$ cat src/rtl/core/cmc_pkg.sv
// ----------------------------------------------------------------------------
// cmc_pkg
// shared widths, reset values, register codes and types of the colour match
// centroid tracker
// ----------------------------------------------------------------------------
package cmc_pkg;

  localparam int ColW     = 8;
  localparam int CoordW   = 10;
  localparam int ThrW     = 11;
  localparam int DistW    = 22;
  localparam int CntW     = 21;
  localparam int SumW     = 30;
  localparam int CfgIdxW  = 2;
  localparam int CfgDataW = 11;
  localparam int InDataW  = 48;
  localparam int OutDataW = 48;
  localparam int QDepth   = 4;
  localparam int QPtrW    = $clog2(QDepth);
  localparam int DivSteps = SumW;
  localparam int DivCntW  = $clog2(DivSteps);
  localparam int CoordMax = (1 << CoordW) - 1;

  localparam int DefMaxWidth  = 1024;
  localparam int DefMaxHeight = 1024;

  localparam logic [ColW-1:0] RstRed   = 8'd255;
  localparam logic [ColW-1:0] RstGreen = 8'd182;
  localparam logic [ColW-1:0] RstBlue  = 8'd193;
  localparam logic [ThrW-1:0] RstThr   = 11'd10;

  typedef enum logic [CfgIdxW-1:0] {
    CFG_RED   = 2'd0,
    CFG_GREEN = 2'd1,
    CFG_BLUE  = 2'd2,
    CFG_THR   = 2'd3
  } cfg_idx_t;

  // classified pixel handed from front to back
  typedef struct packed {
    logic              hit;
    logic [CoordW-1:0] x;
    logic [CoordW-1:0] y;
    logic              last;
  } qent_t;

  typedef enum logic [1:0] {
    BK_ACC,
    BK_DIV,
    BK_DONE
  } bk_state_t;

endpackage

$ cat src/rtl/core/color_match_centroid.sv
// ----------------------------------------------------------------------------
// color_match_centroid
// colour threshold centroid tracker: counts pixels close to a target colour
// and reports their mean position at the end of each frame
// ----------------------------------------------------------------------------
//  channel  direction  contents
//  in_*     sink       one pixel: colour, position, end of frame on tlast
//  out_*    source     one result per frame: centroid and count, found on tuser
//  cfg_*    sink       target colour and distance threshold, write only
//
//  pixels are taken one per cycle while in_tready is high; the front pipeline
//  and a four-entry queue sit before the accumulators
//  the last pixel of a frame holds the back while it loads the divider, runs
//  30 divide steps and hands off, so a new frame stalls once the queue fills
//  an untaken result only holds the next frame's hand-off; in_tready drops
//  when the queue fills behind it
//  rst_n is synchronous; it clears sums and valid flags and reloads the
//  default colour 255/182/193 and threshold 2.5
// ----------------------------------------------------------------------------
module color_match_centroid #(
  parameter int MAX_WIDTH  = cmc_pkg::DefMaxWidth,
  parameter int MAX_HEIGHT = cmc_pkg::DefMaxHeight
) (
  input  logic                          clk,
  input  logic                          rst_n,
  input  logic                          cfg_wen,
  input  logic [cmc_pkg::CfgIdxW-1:0]   cfg_index,
  input  logic [cmc_pkg::CfgDataW-1:0]  cfg_wdata,
  input  logic                          in_tvalid,
  output logic                          in_tready,
  // pixel_red[7:0], pixel_green[15:8], pixel_blue[23:16], pixel_x[33:24],
  // pixel_y[43:34], zero[47:44]
  input  logic [cmc_pkg::InDataW-1:0]   in_tdata,
  input  logic                          in_tlast,
  output logic                          out_tvalid,
  input  logic                          out_tready,
  // centroid_x[9:0], centroid_y[19:10], match_total[40:20], zero[47:41]
  output logic [cmc_pkg::OutDataW-1:0]  out_tdata,
  // found[0]
  output logic                          out_tuser
);
  import cmc_pkg::*;

  qent_t push_ent, head;
  logic  q_push, q_pop, q_empty, q_full;

  cmc_front u_front (
    .clk       (clk),
    .rst_n     (rst_n),
    .cfg_wen   (cfg_wen),
    .cfg_index (cfg_index),
    .cfg_wdata (cfg_wdata),
    .in_tvalid (in_tvalid),
    .in_tready (in_tready),
    .in_tdata  (in_tdata),
    .in_tlast  (in_tlast),
    .q_full    (q_full),
    .q_push    (q_push),
    .q_ent     (push_ent)
  );

  cmc_queue u_queue (
    .clk      (clk),
    .rst_n    (rst_n),
    .push     (q_push),
    .push_ent (push_ent),
    .pop      (q_pop),
    .head     (head),
    .empty    (q_empty),
    .full     (q_full)
  );

  cmc_back #(
    .MAX_WIDTH  (MAX_WIDTH),
    .MAX_HEIGHT (MAX_HEIGHT)
  ) u_back (
    .clk        (clk),
    .rst_n      (rst_n),
    .head       (head),
    .empty      (q_empty),
    .pop        (q_pop),
    .out_tvalid (out_tvalid),
    .out_tready (out_tready),
    .out_tdata  (out_tdata),
    .out_tuser  (out_tuser)
  );

endmodule

$ cat src/rtl/core/cmc_front.sv
// ----------------------------------------------------------------------------
// cmc_front
// colour registers and two-stage distance pipeline that marks each pixel as
// hit or miss and pushes it into the queue
// ----------------------------------------------------------------------------
module cmc_front (
  input  logic                         clk,
  input  logic                         rst_n,
  input  logic                         cfg_wen,
  input  logic [cmc_pkg::CfgIdxW-1:0]  cfg_index,
  input  logic [cmc_pkg::CfgDataW-1:0] cfg_wdata,
  input  logic                         in_tvalid,
  output logic                         in_tready,
  input  logic [cmc_pkg::InDataW-1:0]  in_tdata,
  input  logic                         in_tlast,
  input  logic                         q_full,
  output logic                         q_push,
  output cmc_pkg::qent_t               q_ent
);
  import cmc_pkg::*;

  logic [ColW-1:0]   tgt_r_r, tgt_g_r, tgt_b_r;
  logic [ThrW-1:0]   thr_r;
  logic [DistW-1:0]  thr2_r;

  logic              s1_vld_r;
  logic [ColW-1:0]   s1_dr_r, s1_dg_r, s1_db_r;
  logic [CoordW-1:0] s1_x_r, s1_y_r;
  logic              s1_last_r;

  logic              s2_vld_r;
  logic [DistW-1:0]  s2_dist_r;
  logic [CoordW-1:0] s2_x_r, s2_y_r;
  logic              s2_last_r;

  logic              adv;
  logic [ColW-1:0]   px_r, px_g, px_b;
  logic [ColW-1:0]   dr_nxt, dg_nxt, db_nxt;
  logic [2*ColW-1:0] sq_r, sq_g, sq_b;
  logic [DistW-1:0]  dist_nxt;

  function automatic logic [ColW-1:0] abs_diff(input logic [ColW-1:0] a,
                                               input logic [ColW-1:0] b);
    abs_diff = (a >= b) ? a - b : b - a;
  endfunction

  always_ff @(posedge clk) begin
    if (!rst_n) begin
      tgt_r_r <= RstRed;
      tgt_g_r <= RstGreen;
      tgt_b_r <= RstBlue;
      thr_r   <= RstThr;
    end else if (cfg_wen) begin
      case (cfg_idx_t'(cfg_index))
        CFG_RED:   tgt_r_r <= cfg_wdata[ColW-1:0];
        CFG_GREEN: tgt_g_r <= cfg_wdata[ColW-1:0];
        CFG_BLUE:  tgt_b_r <= cfg_wdata[ColW-1:0];
        CFG_THR:   thr_r   <= cfg_wdata[ThrW-1:0];
        default: ;
      endcase
    end
  end

  // squared threshold, registered in the cycle after the threshold register
  always_ff @(posedge clk) begin
    thr2_r <= {{(DistW-ThrW){1'b0}}, thr_r} * {{(DistW-ThrW){1'b0}}, thr_r};
  end

  assign px_r = in_tdata[ColW-1:0];
  assign px_g = in_tdata[2*ColW-1:ColW];
  assign px_b = in_tdata[3*ColW-1:2*ColW];

  assign dr_nxt = abs_diff(px_r, tgt_r_r);
  assign dg_nxt = abs_diff(px_g, tgt_g_r);
  assign db_nxt = abs_diff(px_b, tgt_b_r);

  assign sq_r = {{ColW{1'b0}}, s1_dr_r} * {{ColW{1'b0}}, s1_dr_r};
  assign sq_g = {{ColW{1'b0}}, s1_dg_r} * {{ColW{1'b0}}, s1_dg_r};
  assign sq_b = {{ColW{1'b0}}, s1_db_r} * {{ColW{1'b0}}, s1_db_r};

  // 16 * (dr^2 + dg^2 + db^2)
  assign dist_nxt = {DistW'({2'b00, sq_r} + {2'b00, sq_g} + {2'b00, sq_b})} << 4;

  // pipeline moves unless the last stage is blocked by a full queue
  assign adv       = !(s2_vld_r && q_full);
  assign in_tready = adv;
  assign q_push    = s2_vld_r && !q_full;

  always_ff @(posedge clk) begin
    if (!rst_n) begin
      s1_vld_r <= 1'b0;
      s2_vld_r <= 1'b0;
    end else if (adv) begin
      s1_vld_r <= in_tvalid;
      s2_vld_r <= s1_vld_r;
    end
  end

  always_ff @(posedge clk) begin
    if (adv) begin
      s1_dr_r   <= dr_nxt;
      s1_dg_r   <= dg_nxt;
      s1_db_r   <= db_nxt;
      s1_x_r    <= in_tdata[3*ColW+CoordW-1:3*ColW];
      s1_y_r    <= in_tdata[3*ColW+2*CoordW-1:3*ColW+CoordW];
      s1_last_r <= in_tlast;
      s2_dist_r <= dist_nxt;
      s2_x_r    <= s1_x_r;
      s2_y_r    <= s1_y_r;
      s2_last_r <= s1_last_r;
    end
  end

  always_comb begin
    q_ent.hit  = s2_dist_r < thr2_r;
    q_ent.x    = s2_x_r;
    q_ent.y    = s2_y_r;
    q_ent.last = s2_last_r;
  end

endmodule

$ cat src/rtl/core/cmc_queue.sv
// ----------------------------------------------------------------------------
// cmc_queue
// small fifo of classified pixels between the front and the back
// ----------------------------------------------------------------------------
module cmc_queue (
  input  logic           clk,
  input  logic           rst_n,
  input  logic           push,
  input  cmc_pkg::qent_t push_ent,
  input  logic           pop,
  output cmc_pkg::qent_t head,
  output logic           empty,
  output logic           full
);
  import cmc_pkg::*;

  qent_t            ent_r [QDepth];
  logic [QPtrW-1:0] wr_ptr_r, rd_ptr_r;
  logic [QPtrW:0]   cnt_r;
  logic             do_push, do_pop;

  assign empty   = (cnt_r == '0);
  assign full    = (cnt_r == (QPtrW+1)'(QDepth));
  assign do_push = push && !full;
  assign do_pop  = pop && !empty;
  assign head    = ent_r[rd_ptr_r];

  always_ff @(posedge clk) begin
    if (!rst_n) begin
      wr_ptr_r <= '0;
      rd_ptr_r <= '0;
      cnt_r    <= '0;
    end else begin
      if (do_push) wr_ptr_r <= wr_ptr_r + 1'b1;
      if (do_pop)  rd_ptr_r <= rd_ptr_r + 1'b1;
      case ({do_push, do_pop})
        2'b10:   cnt_r <= cnt_r + 1'b1;
        2'b01:   cnt_r <= cnt_r - 1'b1;
        default: cnt_r <= cnt_r;
      endcase
    end
  end

  always_ff @(posedge clk) begin
    if (do_push) ent_r[wr_ptr_r] <= push_ent;
  end

endmodule

$ cat src/rtl/core/cmc_back.sv
// ----------------------------------------------------------------------------
// cmc_back
// frame accumulators, shared-divisor restoring divider for both means and
// the result register
// ----------------------------------------------------------------------------
module cmc_back #(
  parameter int MAX_WIDTH  = cmc_pkg::DefMaxWidth,
  parameter int MAX_HEIGHT = cmc_pkg::DefMaxHeight
) (
  input  logic                          clk,
  input  logic                          rst_n,
  input  cmc_pkg::qent_t                head,
  input  logic                          empty,
  output logic                          pop,
  output logic                          out_tvalid,
  input  logic                          out_tready,
  output logic [cmc_pkg::OutDataW-1:0]  out_tdata,
  output logic                          out_tuser
);
  import cmc_pkg::*;

  localparam int LimX = (MAX_WIDTH - 1 < CoordMax) ? MAX_WIDTH - 1 : CoordMax;
  localparam int LimY = (MAX_HEIGHT - 1 < CoordMax) ? MAX_HEIGHT - 1 : CoordMax;

  bk_state_t state_r, state_nxt;

  logic [CntW-1:0]    cnt_r, cnt_nxt;
  logic [SumW-1:0]    sx_r, sx_nxt, sy_r, sy_nxt;
  logic [SumW:0]      sx_add, sy_add;

  logic [SumW-1:0]    qx_r, qy_r;
  logic [CntW-1:0]    rx_r, ry_r;
  logic [CntW-1:0]    dvs_r;
  logic [DivCntW-1:0] step_r;
  logic [CntW:0]      tx, ty;
  logic               gex, gey;

  logic               out_vld_r;
  logic               found_r;
  logic [CoordW-1:0]  cx_r, cy_r;
  logic [CntW-1:0]    tot_r;

  logic               take_last, div_en, out_free, load_out;

  // accumulate the head pixel, saturating
  assign sx_add = {1'b0, sx_r} + (SumW+1)'(head.x);
  assign sy_add = {1'b0, sy_r} + (SumW+1)'(head.y);

  always_comb begin
    cnt_nxt = cnt_r;
    sx_nxt  = sx_r;
    sy_nxt  = sy_r;
    if (head.hit) begin
      if (cnt_r != '1) cnt_nxt = cnt_r + 1'b1;
      sx_nxt = sx_add[SumW] ? '1 : sx_add[SumW-1:0];
      sy_nxt = sy_add[SumW] ? '1 : sy_add[SumW-1:0];
    end
  end

  assign out_free  = !out_vld_r || out_tready;
  assign take_last = pop && head.last;

  always_comb begin
    state_nxt = state_r;
    case (state_r)
      BK_ACC:  if (take_last) state_nxt = BK_DIV;
      BK_DIV:  if (step_r == DivCntW'(DivSteps - 1)) state_nxt = BK_DONE;
      BK_DONE: if (out_free) state_nxt = BK_ACC;
      default: state_nxt = BK_ACC;
    endcase
  end

  always_comb begin
    pop      = 1'b0;
    div_en   = 1'b0;
    load_out = 1'b0;
    case (state_r)
      BK_ACC:  pop      = !empty;
      BK_DIV:  div_en   = 1'b1;
      BK_DONE: load_out = out_free;
      default: ;
    endcase
  end

  always_ff @(posedge clk) begin
    if (!rst_n) begin
      state_r <= BK_ACC;
      cnt_r   <= '0;
      sx_r    <= '0;
      sy_r    <= '0;
      step_r  <= '0;
    end else begin
      state_r <= state_nxt;
      if (take_last) begin
        cnt_r <= '0;
        sx_r  <= '0;
        sy_r  <= '0;
      end else if (pop) begin
        cnt_r <= cnt_nxt;
        sx_r  <= sx_nxt;
        sy_r  <= sy_nxt;
      end
      if (div_en) step_r <= step_r + 1'b1;
      else        step_r <= '0;
    end
  end

  // one quotient bit per cycle for x and y together
  assign tx  = {rx_r, qx_r[SumW-1]};
  assign ty  = {ry_r, qy_r[SumW-1]};
  assign gex = tx >= {1'b0, dvs_r};
  assign gey = ty >= {1'b0, dvs_r};

  always_ff @(posedge clk) begin
    if (take_last) begin
      qx_r  <= sx_nxt;
      qy_r  <= sy_nxt;
      rx_r  <= '0;
      ry_r  <= '0;
      dvs_r <= cnt_nxt;
    end else if (div_en) begin
      qx_r <= {qx_r[SumW-2:0], gex};
      qy_r <= {qy_r[SumW-2:0], gey};
      rx_r <= gex ? CntW'(tx - {1'b0, dvs_r}) : tx[CntW-1:0];
      ry_r <= gey ? CntW'(ty - {1'b0, dvs_r}) : ty[CntW-1:0];
    end
  end

  always_ff @(posedge clk) begin
    if (!rst_n) begin
      out_vld_r <= 1'b0;
    end else if (load_out) begin
      out_vld_r <= 1'b1;
    end else if (out_tready) begin
      out_vld_r <= 1'b0;
    end
  end

  always_ff @(posedge clk) begin
    if (load_out) begin
      found_r <= (dvs_r != '0);
      tot_r   <= dvs_r;
      // empty frame gives zero, otherwise clamp the mean to the frame
      if (dvs_r == '0)                cx_r <= '0;
      else if (qx_r > SumW'(LimX))    cx_r <= CoordW'(LimX);
      else                            cx_r <= qx_r[CoordW-1:0];
      if (dvs_r == '0)                cy_r <= '0;
      else if (qy_r > SumW'(LimY))    cy_r <= CoordW'(LimY);
      else                            cy_r <= qy_r[CoordW-1:0];
    end
  end

  assign out_tvalid = out_vld_r;
  assign out_tuser  = found_r;
  assign out_tdata  = {{(OutDataW-2*CoordW-CntW){1'b0}}, tot_r, cy_r, cx_r};

endmodule
$ cat config.mk
export PLATFORM = sky130hd
export DESIGN_NAME = color_match_centroid
export DESIGN_NICKNAME = d
export VERILOG_FILES = /design/src/rtl/core/cmc_pkg.sv /design/src/rtl/core/color_match_centroid.sv /design/src/rtl/core/cmc_front.sv /design/src/rtl/core/cmc_queue.sv /design/src/rtl/core/cmc_back.sv
export SDC_FILE = /design/constraint.sdc
export NUM_CORES = 2
export LEC_CHECK = 0
export ABC_AREA = 0
export BUFFER_PORTS_ARGS = -buffer_cell sky130_fd_sc_hd__buf_2
export CORE_MARGIN = 3
export CORE_UTILIZATION = 60
export CTS_CLUSTER_SIZE = 16
export DETAILED_ROUTE_END_ITERATION = 7
export PLACE_DENSITY = 0.78
export SYNTH_ARGS = -nofsm -noshare
export SYNTH_HDL_FRONTEND = slang
export SYNTH_SLANG_ARGS = --single-unit
$ cat constraint.sdc
create_clock -name clk -period 16.46 [get_ports clk]
set_input_delay 1.646 -clock clk [delete_from_list [all_inputs] [get_ports clk]]
set_output_delay 1.646 -clock clk [all_outputs]
set_load 0.05 [all_outputs]
==> results.cfg <==
[clock_tree]
cts_setup_buffers = 0
clock_path_buffers = 3
clock_latency_ns = 0.61
ctsHoldBuffers = 0
clock-root-buffer = clkbuf_16
htreeDepth = 2
cts.repair.resized = 0
cts.clk_slew.worst_paths_ns = 0.06
numCtsBuffers = 52
clock-sinks = 493
cts_tree = done

[routing]
drc = 0
routed_wl_um = 72100
avgViaCountPerCell = 5.87
drt-initial-drc-count = 1669
vias = 24008
ant_nets = 0
wl_per_cell_um = 17.6
drtPass1Iterations = 8

[layout]
design_area_um2 = 36300
regArea_um2 = 12800
nFillCells = 4172
area_delta_synth_final_pct = 8.80
fin_cells = 4088
nets = 3840
multi_input_area_um2 = 18700
drive_gt1_frac = 0.0914

[global_route]
grtUsageMet3 = 0.0334
grt-ovfl-total = 0
met1_usage = 0.313
grt_max_degree = 68
first_global_vias = 24747
antenna_found_initial = 2
grt.total_usage = 0.247
grt_pass1_wl_um = 121000
grt.busiest_layer = met2
gr-usage-met2 = 0.440

[floorplan]
die_area_um2 = 58500
die_x_um = 242
dieHeight_um = 242
rows = 85
start_util = 0.614
core_um2 = 54500
io_pins = 118

[place]
port_buffers = 106
placed_cells = 3989
routabilityCongestion = 0.874
dpl_worst_slack_ns = 7.50
post_dp_cell_area_um2 = 34500
hpwl_um = 51800

[worst_setup_path]
required_ns = 16.89
cp_common_cell = fa_1
worst_setup_path_start_kind = register
crit_fanout = 11
worstSetupEndpointType = register
critical_path_class = reg2reg
crit_slowest_cell = edfxtp_1
cp.arrival_ns = 9.43
critPathMaxStageDelay_ns = 0.68

[logic_synthesis]
synthMostInstantiatedCell = inv_1
ys.flop_type = edfxtp_1
syn_inst = 3255
synth_common_cells = inv_1 (374), edfxtp_1 (295), nand2_1 (280)
async_flop_share = 0
yosysWarnings = 0
synth_top_area_share = 0.265
yosysUniqueCellTypes = 89
yosysTopAreaCell = edfxtp_1
syn_area_um2 = 33400
syn_avg_cell_area_um2 = 10.3
ys_ff_latch = 493
synthTopCellsByArea = edfxtp_1 (27%), dfxtp_1 (12%), fa_1 (11%), ha_1 (10%), inv_1 (4.2%)
synth_edf_count = 295
synth-seq-area-share = 0.384

[outcome]
status = complete, no violations

[timing]
min_period_ns = 9.00
setup_ws_ns = 7.46
rsz0062_at_grt = no
fmax_mhz = 111
setup-tns-final_ns = 0
period_share = 0.547
fin_skew_ns = 0.0318
hold_viol = 0
setup_viol = 0
slew_headroom = 0.181
maxSlewViolCount = 0
tightest_slew_ns = 1.23

[min_path]
hold_class = reg2reg

[flow_run]
drv_cap = 0
logic make-up after synthesis:
logic type | Yosys count | share of synthesized area
compound gates | 617 | 0.126
xor+xnor | 185 | 0.0485
fa+ha+maj | 469 | 0.219
buf+inv | 511 | 0.0591
flops | 493 | 0.384
mux | 73 | 0.0303
other cells | 1 | 0.000112
simple gates | 906 | 0.134
metal layers:
metal	vias to the layer above	routed length [um]
met5	-	12
met4	2	1940
met3	142	3800
met2	694	36100
met1	11729	30300
li1	11441	-
area by class of cell:
class | count | share of cell area
repair buffers | 125 | 0.0185
diodes | 1 | 0.0000688
multi-input cells | 2257 | 0.514
clock buffers | 68 | 0.0403
flip-flops and latches | 493 | 0.353
clock inverters | 30 | 0.0105
well taps | 739 | 0.0254
inverters | 375 | 0.0387
cells in the final DEF (no fill, tap or decap), types with 19 or more instances in the layout:
| cell type | count |
|---|---|
| nand3_1 | 107 |
| a21o_1 | 47 |
| mux2i_1 | 41 |
| nor2b_1 | 28 |
| clkbuf_16 | 55 |
| ha_1 | 278 |
| dfxtp_1 | 198 |
| nand4_1 | 33 |
| xor2_1 | 67 |
| buf_2 | 106 |
| nand2_1 | 280 |
| edfxtp_1 | 295 |
| xnor2_1 | 118 |
| and2_1 | 112 |
| o21a_1 | 42 |
| nor2_1 | 164 |
| mux4_2 | 21 |
| o211ai_1 | 27 |
| a21oi_1 | 145 |
| nor4_1 | 19 |
| a21boi_0 | 23 |
| nand2b_1 | 20 |
| o21ai_0 | 126 |
| inv_1 | 373 |
| fa_1 | 191 |
| and3_1 | 37 |
| nor3_1 | 37 |
| buf_4 | 19 |
critical path, delay by kind of cell, from the launching register on:
kind / cells / cell delay, ns
AO/OA/AOI/OAI: 7 / 1.40
XOR/XNOR: 1 / 0.16
adder cells (fa/ha/maj): 11 / 5.25
buffers and inverters: 5 / 0.27
flip-flops: 1 / 0.68
AND/OR/NAND/NOR: 5 / 1.05
registers in the layout (all words and copies together), names as in the netlist, 21 cells and up, named ones only:
| register | cells |
|---|---|
| u_back.cnt_r | 21 |
| u_back.dvs_r | 21 |
| u_back.qx_r | 30 |
| u_back.qy_r | 30 |
| u_back.rx_r | 21 |
| u_back.ry_r | 21 |
| u_back.sx_r | 30 |
| u_back.sy_r | 30 |
| u_back.tot_r | 21 |
| u_front.thr2_r | 21 |
| u_queue.ent_r | 88 |
metrics by stage:
stage / util / hold WS [ns]
CTS: 0.667 / 0.420
floorplan: - / 0.371
detailed placement: 0.634 / 0.405
global route: 0.667 / 0.429
global placement: 0.634 / 0.402
finish: 0.668 / 0.418
worst paths after layout:
kind	from	slack, ns	end	depth (start not counted)
max	u_front.s1_dr_r[0]	7.46	u_front.s2_dist_r[21]	29
min reg2reg	u_front.s1_y_r[1]	0.42	u_front.s2_y_r[1]	0
max reg2reg	u_front.s1_dr_r[0]	7.46	u_front.s2_dist_r[21]	29
min	u_front.s1_y_r[1]	0.42	u_front.s2_y_r[1]	0
Power is left out: the tool's default activity adds up to more than one toggle a clock period on the data nets, which glitch-free logic cannot reach.
